==> config.mk <==
export PLATFORM = sky130hd
export DESIGN_NAME = svpwm_duty_calculator
export DESIGN_NICKNAME = d
export VERILOG_FILES = /design/src/rtl/core/svpwm_pkg.sv /design/src/rtl/core/svpwm_duty_calculator.sv /design/src/rtl/core/svpwm_front.sv /design/src/rtl/core/svpwm_time.sv /design/src/rtl/core/svpwm_duty.sv
export SDC_FILE = /design/constraint.sdc
export NUM_CORES = 2
export LEC_CHECK = 0
export BUFFER_PORTS_ARGS = -buffer_cell sky130_fd_sc_hd__clkbuf_2
export CORE_UTILIZATION = 30
export CTS_CLUSTER_SIZE = 20
export DETAILED_ROUTE_END_ITERATION = 8
export GPL_ROUTABILITY_DRIVEN = 0
export PLACE_DENSITY = 0.53
export RECOVER_POWER = 25
export REMOVE_ABC_BUFFERS = 1
export SLEW_MARGIN = 10
export SYNTH_ARGS = -nofsm -noshare
export SYNTH_HDL_FRONTEND = slang
export SYNTH_SLANG_ARGS = --single-unit
==> constraint.sdc <==
create_clock -name clk -period 33 [get_ports clk]
set_clock_uncertainty 0.2 [all_clocks]
set_input_delay 3.3 -clock clk [delete_from_list [all_inputs] [get_ports clk]]
set_output_delay 3.3 -clock clk [all_outputs]
set_load 0.01 [all_outputs]
==> src/rtl/core/svpwm_pkg.sv <==
// Shared types and constants for the SVPWM duty calculator.
// No dependencies; used by every module under rtl/core.
package svpwm_pkg;

  // Pipeline depth, input register through output register
  localparam int NUM_STAGES = 8;

  // Fractional bits of the Q30 active-time numerators
  localparam int Q30_BITS = 30;

  // 1/sqrt3 and 2/sqrt3 in unsigned Q2.15, rounded to nearest
  localparam logic signed [31:0] K_INV_SQRT3     = 32'sd18919;
  localparam logic signed [31:0] K_TWO_INV_SQRT3 = 32'sd37837;

  localparam logic [15:0] PERIOD_RESET = 16'd1999;

  typedef logic [NUM_STAGES-1:0] stage_en_t;

  typedef enum logic [2:0] {
    SECTOR_1 = 3'd1,
    SECTOR_2 = 3'd2,
    SECTOR_3 = 3'd3,
    SECTOR_4 = 3'd4,
    SECTOR_5 = 3'd5,
    SECTOR_6 = 3'd6
  } sector_t;

endpackage

==> src/rtl/core/svpwm_duty_calculator.sv <==
// Space vector PWM duty calculator, top level: period register and pipeline control.
// Instantiates svpwm_front, svpwm_time and svpwm_duty; depends on svpwm_pkg.
//
// Takes one alpha-beta reference word per clock while the output is not stalled and
// returns the sector and three centered compare values, saturated to 0..period. The
// datapath is an eight-stage pipeline (constant multiply, numerator sums, sector
// select, period multiply, truncation, lead value, phase offsets, saturation into the
// output register), with a sustained rate of one word per cycle while out_ready stays
// high. Each stage holds its word while the stage after it is full and cannot pass its
// own word on, so back pressure on the output fills bubbles first and then stalls the
// input. The period register (low PERIOD_WIDTH bits kept, at most 16) is always ready
// to be written and must only change while no word is in flight.
module svpwm_duty_calculator #(
  parameter int PERIOD_WIDTH = 16
) (
  input  logic               clk,
  input  logic               rst,
  input  logic               cfg_valid,
  output logic               cfg_ready,
  input  logic [15:0]        pwm_period,
  input  logic               in_valid,
  output logic               in_ready,
  input  logic signed [15:0] alpha_ref,
  input  logic signed [15:0] beta_ref,
  output logic               out_valid,
  input  logic               out_ready,
  output logic [15:0]        duty_u,
  output logic [15:0]        duty_v,
  output logic [15:0]        duty_w,
  output logic [2:0]         sector_number
);

  localparam int PW = (PERIOD_WIDTH < 16) ? PERIOD_WIDTH : 16;
  localparam int NS = svpwm_pkg::NUM_STAGES;

  logic [PW-1:0]        period;
  logic [NS-1:0]        stage_valid;
  logic [NS:0]          stage_adv;
  svpwm_pkg::stage_en_t stage_en;

  logic                 a_neg, b_neg;
  logic signed [31:0]   amk, apk, kma, nak, k2b, nk2b;
  logic signed [PW+1:0] t1, t2;
  svpwm_pkg::sector_t   sector;

  assign cfg_ready = 1'b1;

  always_ff @(posedge clk) begin
    if (rst) begin
      period <= PW'(svpwm_pkg::PERIOD_RESET);
    end else if (cfg_valid && cfg_ready) begin
      period <= pwm_period[PW-1:0];
    end
  end

  // a stage loads when it is empty or its word moves on
  always_comb begin
    stage_adv[NS] = out_ready;
    for (int i = NS - 1; i >= 0; i--) begin
      stage_adv[i] = !stage_valid[i] || stage_adv[i+1];
    end
  end

  assign stage_en  = stage_adv[NS-1:0];
  assign in_ready  = stage_adv[0];
  assign out_valid = stage_valid[NS-1];

  always_ff @(posedge clk) begin
    if (rst) begin
      stage_valid <= '0;
    end else begin
      if (stage_adv[0]) stage_valid[0] <= in_valid;
      for (int i = 1; i < NS; i++) begin
        if (stage_adv[i]) stage_valid[i] <= stage_valid[i-1];
      end
    end
  end

  svpwm_front u_front (
    .clk       (clk),
    .stage_en  (stage_en),
    .alpha_ref (alpha_ref),
    .beta_ref  (beta_ref),
    .a_neg     (a_neg),
    .b_neg     (b_neg),
    .amk       (amk),
    .apk       (apk),
    .kma       (kma),
    .nak       (nak),
    .k2b       (k2b),
    .nk2b      (nk2b)
  );

  svpwm_time #(
    .PERIOD_W (PW)
  ) u_time (
    .clk      (clk),
    .stage_en (stage_en),
    .period   (period),
    .a_neg    (a_neg),
    .b_neg    (b_neg),
    .amk      (amk),
    .apk      (apk),
    .kma      (kma),
    .nak      (nak),
    .k2b      (k2b),
    .nk2b     (nk2b),
    .t1       (t1),
    .t2       (t2),
    .sector   (sector)
  );

  svpwm_duty #(
    .PERIOD_W (PW)
  ) u_duty (
    .clk           (clk),
    .stage_en      (stage_en),
    .period        (period),
    .t1            (t1),
    .t2            (t2),
    .sector        (sector),
    .duty_u        (duty_u),
    .duty_v        (duty_v),
    .duty_w        (duty_w),
    .sector_number (sector_number)
  );

`ifndef SYNTHESIS
  a_full_when_blocked: assert property (@(posedge clk) disable iff (rst)
    !in_ready |-> (&stage_valid))
    else $error("input stalled with a bubble in the pipeline");

  a_sector_range: assert property (@(posedge clk) disable iff (rst)
    out_valid |-> (sector_number != 3'd0 && sector_number != 3'd7))
    else $error("sector out of range");

  a_duty_bound: assert property (@(posedge clk) disable iff (rst)
    out_valid |-> (duty_u <= 16'(period) && duty_v <= 16'(period)
                   && duty_w <= 16'(period)))
    else $error("duty above period");

  a_sector1_order: assert property (@(posedge clk) disable iff (rst)
    (out_valid && sector_number == 3'(svpwm_pkg::SECTOR_1))
      |-> (duty_u >= duty_v && duty_v >= duty_w))
    else $error("sector 1 phase order broken");
`endif

endmodule

==> src/rtl/core/svpwm_front.sv <==
// Front end: Q30 alpha, beta/sqrt3 products, then the six candidate numerators.
// Pipeline stages 0 and 1. Depends on svpwm_pkg.
module svpwm_front (
  input  logic                    clk,
  input  svpwm_pkg::stage_en_t    stage_en,
  input  logic signed [15:0]      alpha_ref,
  input  logic signed [15:0]      beta_ref,
  output logic                    a_neg,
  output logic                    b_neg,
  output logic signed [31:0]      amk,
  output logic signed [31:0]      apk,
  output logic signed [31:0]      kma,
  output logic signed [31:0]      nak,
  output logic signed [31:0]      k2b,
  output logic signed [31:0]      nk2b
);

  logic signed [31:0] beta_x;
  logic signed [31:0] a0;
  logic signed [31:0] kb0;
  logic signed [31:0] k2b0;

  assign beta_x = 32'(beta_ref);

  // stage 0: alpha to Q30, beta times the Q2.15 constants
  always_ff @(posedge clk) begin
    if (stage_en[0]) begin
      a0   <= $signed({alpha_ref[15], alpha_ref, 15'b0});
      kb0  <= beta_x * svpwm_pkg::K_INV_SQRT3;
      k2b0 <= beta_x * svpwm_pkg::K_TWO_INV_SQRT3;
    end
  end

  // stage 1: every sum any sector needs, all fit in 32 bits signed
  always_ff @(posedge clk) begin
    if (stage_en[1]) begin
      a_neg <= a0[31];
      b_neg <= kb0[31];
      amk   <= a0 - kb0;
      apk   <= a0 + kb0;
      kma   <= kb0 - a0;
      nak   <= -a0 - kb0;
      k2b   <= k2b0;
      nk2b  <= -k2b0;
    end
  end

endmodule

==> src/rtl/core/svpwm_time.sv <==
// Sector decision, active-time scaling by the period and truncation toward zero.
// Pipeline stages 2 to 4. Depends on svpwm_pkg.
module svpwm_time #(
  parameter int PERIOD_W = 16
) (
  input  logic                    clk,
  input  svpwm_pkg::stage_en_t    stage_en,
  input  logic [PERIOD_W-1:0]     period,
  input  logic                    a_neg,
  input  logic                    b_neg,
  input  logic signed [31:0]      amk,
  input  logic signed [31:0]      apk,
  input  logic signed [31:0]      kma,
  input  logic signed [31:0]      nak,
  input  logic signed [31:0]      k2b,
  input  logic signed [31:0]      nk2b,
  output logic signed [PERIOD_W+1:0] t1,
  output logic signed [PERIOD_W+1:0] t2,
  output svpwm_pkg::sector_t      sector
);

  localparam int TW     = PERIOD_W + 2;
  localparam int PROD_W = PERIOD_W + 33;
  localparam logic signed [PROD_W-1:0] TRUNC_BIAS =
    PROD_W'((64'd1 << svpwm_pkg::Q30_BITS) - 64'd1);

  function automatic logic is_pos(input logic signed [31:0] x);
    return !x[31] && (x != 32'sd0);
  endfunction

  svpwm_pkg::sector_t   sector_c, sector2, sector3;
  logic signed [31:0]   n1_c, n2_c, n1, n2;
  logic signed [PROD_W-1:0] per_x;
  logic signed [PROD_W-1:0] p1, p2;
  logic signed [PROD_W-1:0] p1_b, p2_b;

  // kma > 0 means beta/sqrt3 > alpha, nak > 0 means -beta/sqrt3 > alpha
  always_comb begin
    if (!b_neg) begin
      if (!a_neg) sector_c = is_pos(kma) ? svpwm_pkg::SECTOR_2 : svpwm_pkg::SECTOR_1;
      else        sector_c = is_pos(nak) ? svpwm_pkg::SECTOR_3 : svpwm_pkg::SECTOR_2;
    end else begin
      if (!a_neg) sector_c = is_pos(nak) ? svpwm_pkg::SECTOR_5 : svpwm_pkg::SECTOR_6;
      else        sector_c = is_pos(kma) ? svpwm_pkg::SECTOR_4 : svpwm_pkg::SECTOR_5;
    end
  end

  always_comb begin
    unique case (sector_c)
      svpwm_pkg::SECTOR_1: begin n1_c = amk;  n2_c = k2b;  end
      svpwm_pkg::SECTOR_2: begin n1_c = apk;  n2_c = kma;  end
      svpwm_pkg::SECTOR_3: begin n1_c = k2b;  n2_c = nak;  end
      svpwm_pkg::SECTOR_4: begin n1_c = kma;  n2_c = nk2b; end
      svpwm_pkg::SECTOR_5: begin n1_c = nak;  n2_c = amk;  end
      default:             begin n1_c = nk2b; n2_c = apk;  end
    endcase
  end

  // stage 2: sector and numerator select
  always_ff @(posedge clk) begin
    if (stage_en[2]) begin
      sector2 <= sector_c;
      n1      <= n1_c;
      n2      <= n2_c;
    end
  end

  assign per_x = $signed(PROD_W'(period));

  // stage 3: numerator times period
  always_ff @(posedge clk) begin
    if (stage_en[3]) begin
      sector3 <= sector2;
      p1      <= PROD_W'(n1) * per_x;
      p2      <= PROD_W'(n2) * per_x;
    end
  end

  // divide by 2^30, truncating toward zero
  assign p1_b = p1 + (p1[PROD_W-1] ? TRUNC_BIAS : '0);
  assign p2_b = p2 + (p2[PROD_W-1] ? TRUNC_BIAS : '0);

  // stage 4
  always_ff @(posedge clk) begin
    if (stage_en[4]) begin
      sector <= sector3;
      t1     <= p1_b[svpwm_pkg::Q30_BITS +: TW];
      t2     <= p2_b[svpwm_pkg::Q30_BITS +: TW];
    end
  end

endmodule

==> src/rtl/core/svpwm_duty.sv <==
// Centered compare values: lead, mid and last phase, phase mapping, saturation.
// Pipeline stages 5 to 7; stage 7 is the output register. Depends on svpwm_pkg.
module svpwm_duty #(
  parameter int PERIOD_W = 16
) (
  input  logic                       clk,
  input  svpwm_pkg::stage_en_t       stage_en,
  input  logic [PERIOD_W-1:0]        period,
  input  logic signed [PERIOD_W+1:0] t1,
  input  logic signed [PERIOD_W+1:0] t2,
  input  svpwm_pkg::sector_t         sector,
  output logic [15:0]                duty_u,
  output logic [15:0]                duty_v,
  output logic [15:0]                duty_w,
  output logic [2:0]                 sector_number
);

  localparam int DW = PERIOD_W + 5;

  function automatic logic [15:0] sat_duty(input logic signed [DW-1:0] v,
                                           input logic [PERIOD_W-1:0] p);
    logic signed [DW-1:0] pe;
    pe = $signed(DW'(p));
    if (v[DW-1])      return 16'd0;
    else if (v > pe)  return 16'(p);
    else              return 16'(v[PERIOD_W-1:0]);
  endfunction

  logic signed [DW-1:0] sum_c, sum_b, lead_c;
  logic signed [DW-1:0] lead5, lead6, mid6, last6;
  logic signed [PERIOD_W+1:0] t1_5, t2_5;
  svpwm_pkg::sector_t   sector5, sector6;
  logic signed [DW-1:0] u_c, v_c, w_c;

  // (period + t1 + t2) / 2, truncated toward zero
  assign sum_c  = $signed(DW'(period)) + DW'(t1) + DW'(t2);
  assign sum_b  = sum_c + $signed({{(DW-1){1'b0}}, sum_c[DW-1]});
  assign lead_c = sum_b >>> 1;

  // stage 5
  always_ff @(posedge clk) begin
    if (stage_en[5]) begin
      sector5 <= sector;
      lead5   <= lead_c;
      t1_5    <= t1;
      t2_5    <= t2;
    end
  end

  // stage 6: odd sectors step down by t1 first, even sectors by t2
  always_ff @(posedge clk) begin
    if (stage_en[6]) begin
      sector6 <= sector5;
      lead6   <= lead5;
      last6   <= lead5 - DW'(t1_5) - DW'(t2_5);
      case (sector5) inside
        svpwm_pkg::SECTOR_1, svpwm_pkg::SECTOR_3, svpwm_pkg::SECTOR_5:
          mid6 <= lead5 - DW'(t1_5);
        default:
          mid6 <= lead5 - DW'(t2_5);
      endcase
    end
  end

  always_comb begin
    unique case (sector6)
      svpwm_pkg::SECTOR_1: begin u_c = lead6; v_c = mid6;  w_c = last6; end
      svpwm_pkg::SECTOR_2: begin v_c = lead6; u_c = mid6;  w_c = last6; end
      svpwm_pkg::SECTOR_3: begin v_c = lead6; w_c = mid6;  u_c = last6; end
      svpwm_pkg::SECTOR_4: begin w_c = lead6; v_c = mid6;  u_c = last6; end
      svpwm_pkg::SECTOR_5: begin w_c = lead6; u_c = mid6;  v_c = last6; end
      default:             begin u_c = lead6; w_c = mid6;  v_c = last6; end
    endcase
  end

  // stage 7: output register
  always_ff @(posedge clk) begin
    if (stage_en[7]) begin
      duty_u        <= sat_duty(u_c, period);
      duty_v        <= sat_duty(v_c, period);
      duty_w        <= sat_duty(w_c, period);
      sector_number <= sector6;
    end
  end

endmodule
Word-level counts from Yosys, hierarchy flattened
Index checks and enable logic that the tools add are counted.
Word-level totals
  flip-flop bits (word level): 680
  logic and storage cells: 122
Operators by class
  equality and inequality tests: 13
  order comparisons: 3
  $add $sub $neg: 14
  muxes and demuxes: 18
  $mul: 4
  reductions and logical operators: 29
Operators with widths (number)
  32-bit one-hot mux with 5 select lines: 2
  21-bit one-hot mux with 2 select lines: 3
  32-bit by 17-bit multiplier with 49-bit output: 2
  48-bit adder: 2
  32-bit nonzero test: 2
  21-bit by 17-bit greater-than comparator with 1-bit output: 3
  30-bit two-way mux: 2
  16-bit two-way mux: 3
  20-bit by 18-bit subtractor with 21-bit output: 2
  31-bit by 32-bit adder with 32-bit output: 1
  16-bit by 16-bit multiplier with 32-bit output (second input constant): 1
  16-bit by 17-bit multiplier with 32-bit output (second input constant): 1
  31-bit negator with 32-bit output: 1
  32-bit negator: 1
  31-bit by 32-bit subtractor with 32-bit output: 1
  32-bit by 31-bit subtractor with 32-bit output: 1
  32-bit subtractor: 1
  21-bit by 2-bit adder with 21-bit output: 1
  21-bit two-way mux: 1
  21-bit by 18-bit subtractor with 21-bit output: 1
  19-bit by 18-bit adder with 20-bit output: 1
  17-bit by 18-bit adder with 19-bit output: 1
  3-bit by 2-bit equality test with 1-bit output (second input constant): 5
  3-bit equality test (second input constant): 5
  9 further kinds: 37

Logic depth before layout (Yosys ltp)
  word-level depth: 9
  gate-level depth with buffers: 26

Hierarchy
Synthesis repeated with hierarchy kept, for this count alone.
Unflattened totals
  cells, all modules: 8434
  area total of the unflattened synthesis: 83406.2 um^2
By module, submodules not included
  svpwm_time: times used 1, cells each 4995, area each 46658.5 um^2
  svpwm_front: times used 1, cells each 2060, area each 22674.2 um^2
  svpwm_duty: times used 1, cells each 1288, area each 13136.3 um^2
  svpwm_duty_calculator: times used 1, cells each 91, area each 937.1 um^2

Worst setup path after synthesis
No wires, ideal clock.
  path type: input to output
  from: in out_ready
  to: out in_ready
  required time: 29.500 ns
  arrival: 11.642 ns
  slack: 17.858 ns
  stages: 6
  path buffers: 1
  path through: nor2b_1 -> and2_1 -> and3_1 -> clkbuf_1 -> nand4_1 -> or2_2
Between the ends
  cells in the longest elaborated chain, start to end: 8
RTL lines
  start, declared: line svpwm_duty_calculator.sv:26  | input logic out_ready,
  1-bit logical OR (7 in series): line svpwm_duty_calculator.sv:60  | stage_adv[i] = !stage_valid[i] || stage_adv[i+1];
  named net stage_adv[1]: line svpwm_duty_calculator.sv:38  | logic [NS:0] stage_adv;
  1-bit logical OR: line svpwm_duty_calculator.sv:60
  end, declared: line svpwm_duty_calculator.sv:22  | output logic in_ready,
The timed path passes the listed nets, and every way through them passes these cells.

Final worst setup path
  from: reg period[0]
  to: reg u_time.p1[48], data pin
Between the ends
  cells in the longest elaborated chain, start to end: 1
RTL lines
  start, declared: line svpwm_duty_calculator.sv:36  | logic [PW-1:0] period;
  start signal, assigned: line svpwm_duty_calculator.sv:50  | period <= PW'(svpwm_pkg::PERIOD_RESET);
  start signal, assigned: line svpwm_duty_calculator.sv:52  | period <= pwm_period[PW-1:0];
  32-bit by 17-bit multiplier with 49-bit output: line svpwm_time.sv:74  | p1 <= PROD_W'(n1) * per_x;
  end signal, assigned: line svpwm_time.sv:74
  end, declared: line svpwm_time.sv:34  | logic signed [PROD_W-1:0] p1, p2;
No other way between the ends.
A chain may end at the register's enable or synchronous reset.

==> metrics.txt <==
status finished, violations left; failing checks capacitance limit, slew limit; Synthesis Warnings 0; initial antenna violation count 11; routed via count 57700; CTS Buffer Depth 3; I/O pin total 107; Least-Margin Pin Slew 2.95 ns; clock latency at the later pin of the worst-skew pair 0.73 ns; gr ovfl total 0; Final setup viols 0; most frequent cells in the layout inv_1, fa_1, nand2_1; R2R Path End u_time.p1[48]$_DFFE_PP_; post-synthesis sequential area ratio 23.7%; Root Driver clkbuf_16; # DRC 0; pin count of the biggest net entering global routing 175; number of buffers created by CTS 82; nets 10300; Wirelength per Cell 18.0 µm; Slew HR -96.4%; CTS clk-pin slew, worst paths 0.06 ns; non-filler cells, final 11900; layout cells sized above 1 4.14%; Core ar. 0.271 mm²; Mapped Cells 8323; initial core utilization 30.3%; clock sink total 655; RSZ-0062 raised after global routing no; Async S/R FF share, synth 0%; Global Route Usage Sum 15.6%; First-pass DRT Iterations 8; Mean Syn Cell Area 9.87 µm²; CP Launch Type register; cells on worst reg2reg path 21; Crit path arrival time 10.46 ns; Most used DFF post-synth edfxtp_1; DR vias/cell 4.84; total wire length 215000 µm; cts hold-fix bufs 0; Slew Viols, Final 349; worst hold path type register to register; most common cell after layout, fill and taps aside inv_1; post-DP HPWL 171000 µm; Yosys reg bits 655; Cell variety after synth 91; Area Overhead vs Synth 8.62%; final worst setup slack 22.75 ns; fill count 27700; Min-Delay Endpoint u_time.sector3[2]$_DFFE_PP_; PostCTS Resize Cnt 0; Setup TNS Final 0 ns; Final min period 10.25 ns; Final Util 32.9%; kind of end point of the critical path register; Fin. Hold Viols 0; max cap viols 7; EDFF count, synth 631; cell area after synthesis 0.0821 mm²; Hold Crit Start u_time.sector2[2]$_DFFE_PP_; CP Data Required Time 33.21 ns; setup repair bufs after CTS 0; first-pass GRT wire length 343000 µm; die footprint 0.276 mm²; Die Ht 525 µm; H-tree Lvls 3; DRT iter0 DRCs 3686; period utilisation layout 31.1%; placed cell count 11800; Worst Path Max Fanout 40; DP Worst Slack 23.17 ns; FMAX 97.6 MHz; Detail Route Antenna Nets 0; CTS tree done; FF-to-FF setup slack 22.75 ns; reg2reg start period[0]$_SDFFE_PP1P_; vias in the first global route 61700; Crit Path Category register to register; Port-buffer cells 105; Die Wd 525 µm; Core Rows 191; worst hold path depth 0
## how the worst max path moves through the flow
stage | start | endpoint | slack [ns] | cells past startpoint
5_1_grt | period[0]$_SDFFE_PP1P_ | u_time.p1[48]$_DFFE_PP_ | 22.06 | 21
4_1_cts | out_ready | in_ready | 23.65 | 8
3_3_place_gp | beta_ref[10] | u_front.kb0[30]$_DFFE_PP_ | 23.20 | 20
2_1_floorplan | out_ready | in_ready | 17.95 | 5
3_5_place_dp | beta_ref[10] | u_front.kb0[30]$_DFFE_PP_ | 23.17 | 20
6_report | period[0]$_SDFFE_PP1P_ | u_time.p1[48]$_DFFE_PP_ | 22.75 | 21
## worst max-delay path: stages, from the launching register on
cell	delay (ns)
dfxtp_1	0.96
clkbuf_1	1.07
clkbuf_1	1.54
nand2_1	0.22
fa_1	0.62
inv_1	0.05
fa_1	0.50
inv_1	0.06
fa_1	0.49
fa_1	0.49
inv_1	0.04
ha_1	0.32
a21oi_1	0.22
nand3_1	0.11
o21ai_0	0.30
a21oi_1	0.21
o211ai_1	0.37
a21oi_1	0.21
o22ai_1	0.59
o22ai_1	0.36
mux2i_1	0.21
nor4b_2	0.75
## routing by layer
layer | wire length [µm] | vias up | track usage [%] | part of all wire [%]
met5 | 0 | - | 0 | 0
met4 | 6600 | 0 | 4.92 | 3.1
met3 | 9770 | 337 | 1.88 | 4.5
met2 | 102000 | 1474 | 26.8 | 47
met1 | 96500 | 29100 | 20.3 | 45
li1 | - | 26800 | - | -
## state kept, by name (all words and copies together), names as in the netlist, 21 cells and up
name          count
u_time.n2        32
u_front.nk2b     32
u_front.amk      29
u_front.k2b0     32
u_duty.last6     21
u_time.p1        48
u_front.kma      31
u_time.p2        49
u_duty.mid6      21
u_front.nak      31
u_front.kb0      31
u_front.k2b      31
u_time.n1        31
## cell usage after synthesis, types with 9 or more instances
| cell | number | area (µm²) |
|---|---|---|
| mux2i_1 | 36 | 360 |
| nand3_1 | 80 | 400 |
| ha_1 | 779 | 9750 |
| nand2b_1 | 50 | 313 |
| dfxtp_1 | 24 | 480 |
| or2_2 | 22 | 138 |
| and3_1 | 32 | 200 |
| o21a_1 | 44 | 330 |
| a311oi_1 | 22 | 193 |
| fa_1 | 1175 | 23500 |
| nor2b_1 | 50 | 313 |
| mux2_2 | 10 | 113 |
| a21o_1 | 140 | 1050 |
| a22oi_1 | 64 | 480 |
| o22ai_1 | 23 | 144 |
| a211oi_1 | 41 | 308 |
| a21oi_1 | 297 | 1490 |
| buf_1 | 14 | 52.6 |
| xor2_1 | 111 | 972 |
| nand2_1 | 880 | 3300 |
| edfxtp_1 | 631 | 18900 |
| clkbuf_1 | 267 | 1000 |
| and2_1 | 462 | 2890 |
| nor3_1 | 80 | 400 |
| and4_1 | 12 | 105 |
| a222oi_1 | 27 | 270 |
| o211ai_1 | 30 | 225 |
| nand4_1 | 47 | 294 |
| inv_1 | 1639 | 6150 |
| a31oi_1 | 69 | 432 |
| a221oi_1 | 37 | 324 |
| a21boi_0 | 11 | 82.6 |
| or3_1 | 15 | 93.8 |
| a211o_1 | 10 | 87.6 |
| o21ai_0 | 178 | 891 |
| nor2_1 | 372 | 1400 |
| o41ai_1 | 9 | 78.8 |
| nor4_1 | 37 | 231 |
| xnor2_1 | 291 | 2550 |
| o31ai_1 | 19 | 143 |
| o211a_1 | 19 | 190 |
| o21bai_1 | 38 | 285 |
## stage by stage
| stage | instance area (µm²) | hold slack, ns |
|---|---|---|
| finish | 89200 | 0.219 |
| global route | 89200 | 0.239 |
| CTS | 89300 | 0.222 |
| detailed placement | 86600 | 0.209 |
| global placement | 86600 | 0.207 |
| floorplan | 81000 | 0.200 |
## kinds of logic (layout without fill, tap and decap cells)
logic type	after synthesis	after routing	share of synthesized area, %
AO/OA/AOI/OAI	1165	1165	9.54
XOR/XNOR	402	402	4.29
AND/OR/NAND/NOR	2167	2167	12.6
other	1	4	0.00457
adder cells (fa/ha/maj)	1954	1954	40.5
multiplexers	46	46	0.576
flip-flops	655	655	23.7
buffers and inverters	1933	1959	8.86
## area by class of cell
class                      count  area [µm²]  area share [%]
inverter                    1642        6160            6.91
clock buffer                  99        2190            2.45
tap                         3570        4470            5.01
sequential                   655       19400            21.8
clock inverter                50         517           0.579
timing repair buffer         168         950            1.06
multi-input combinational   5735       55500            62.2
antenna                        3        7.51         0.00842
Power is left out: the tool's default activity adds up to more than one toggle a clock period on the data nets, which glitch-free logic cannot reach.
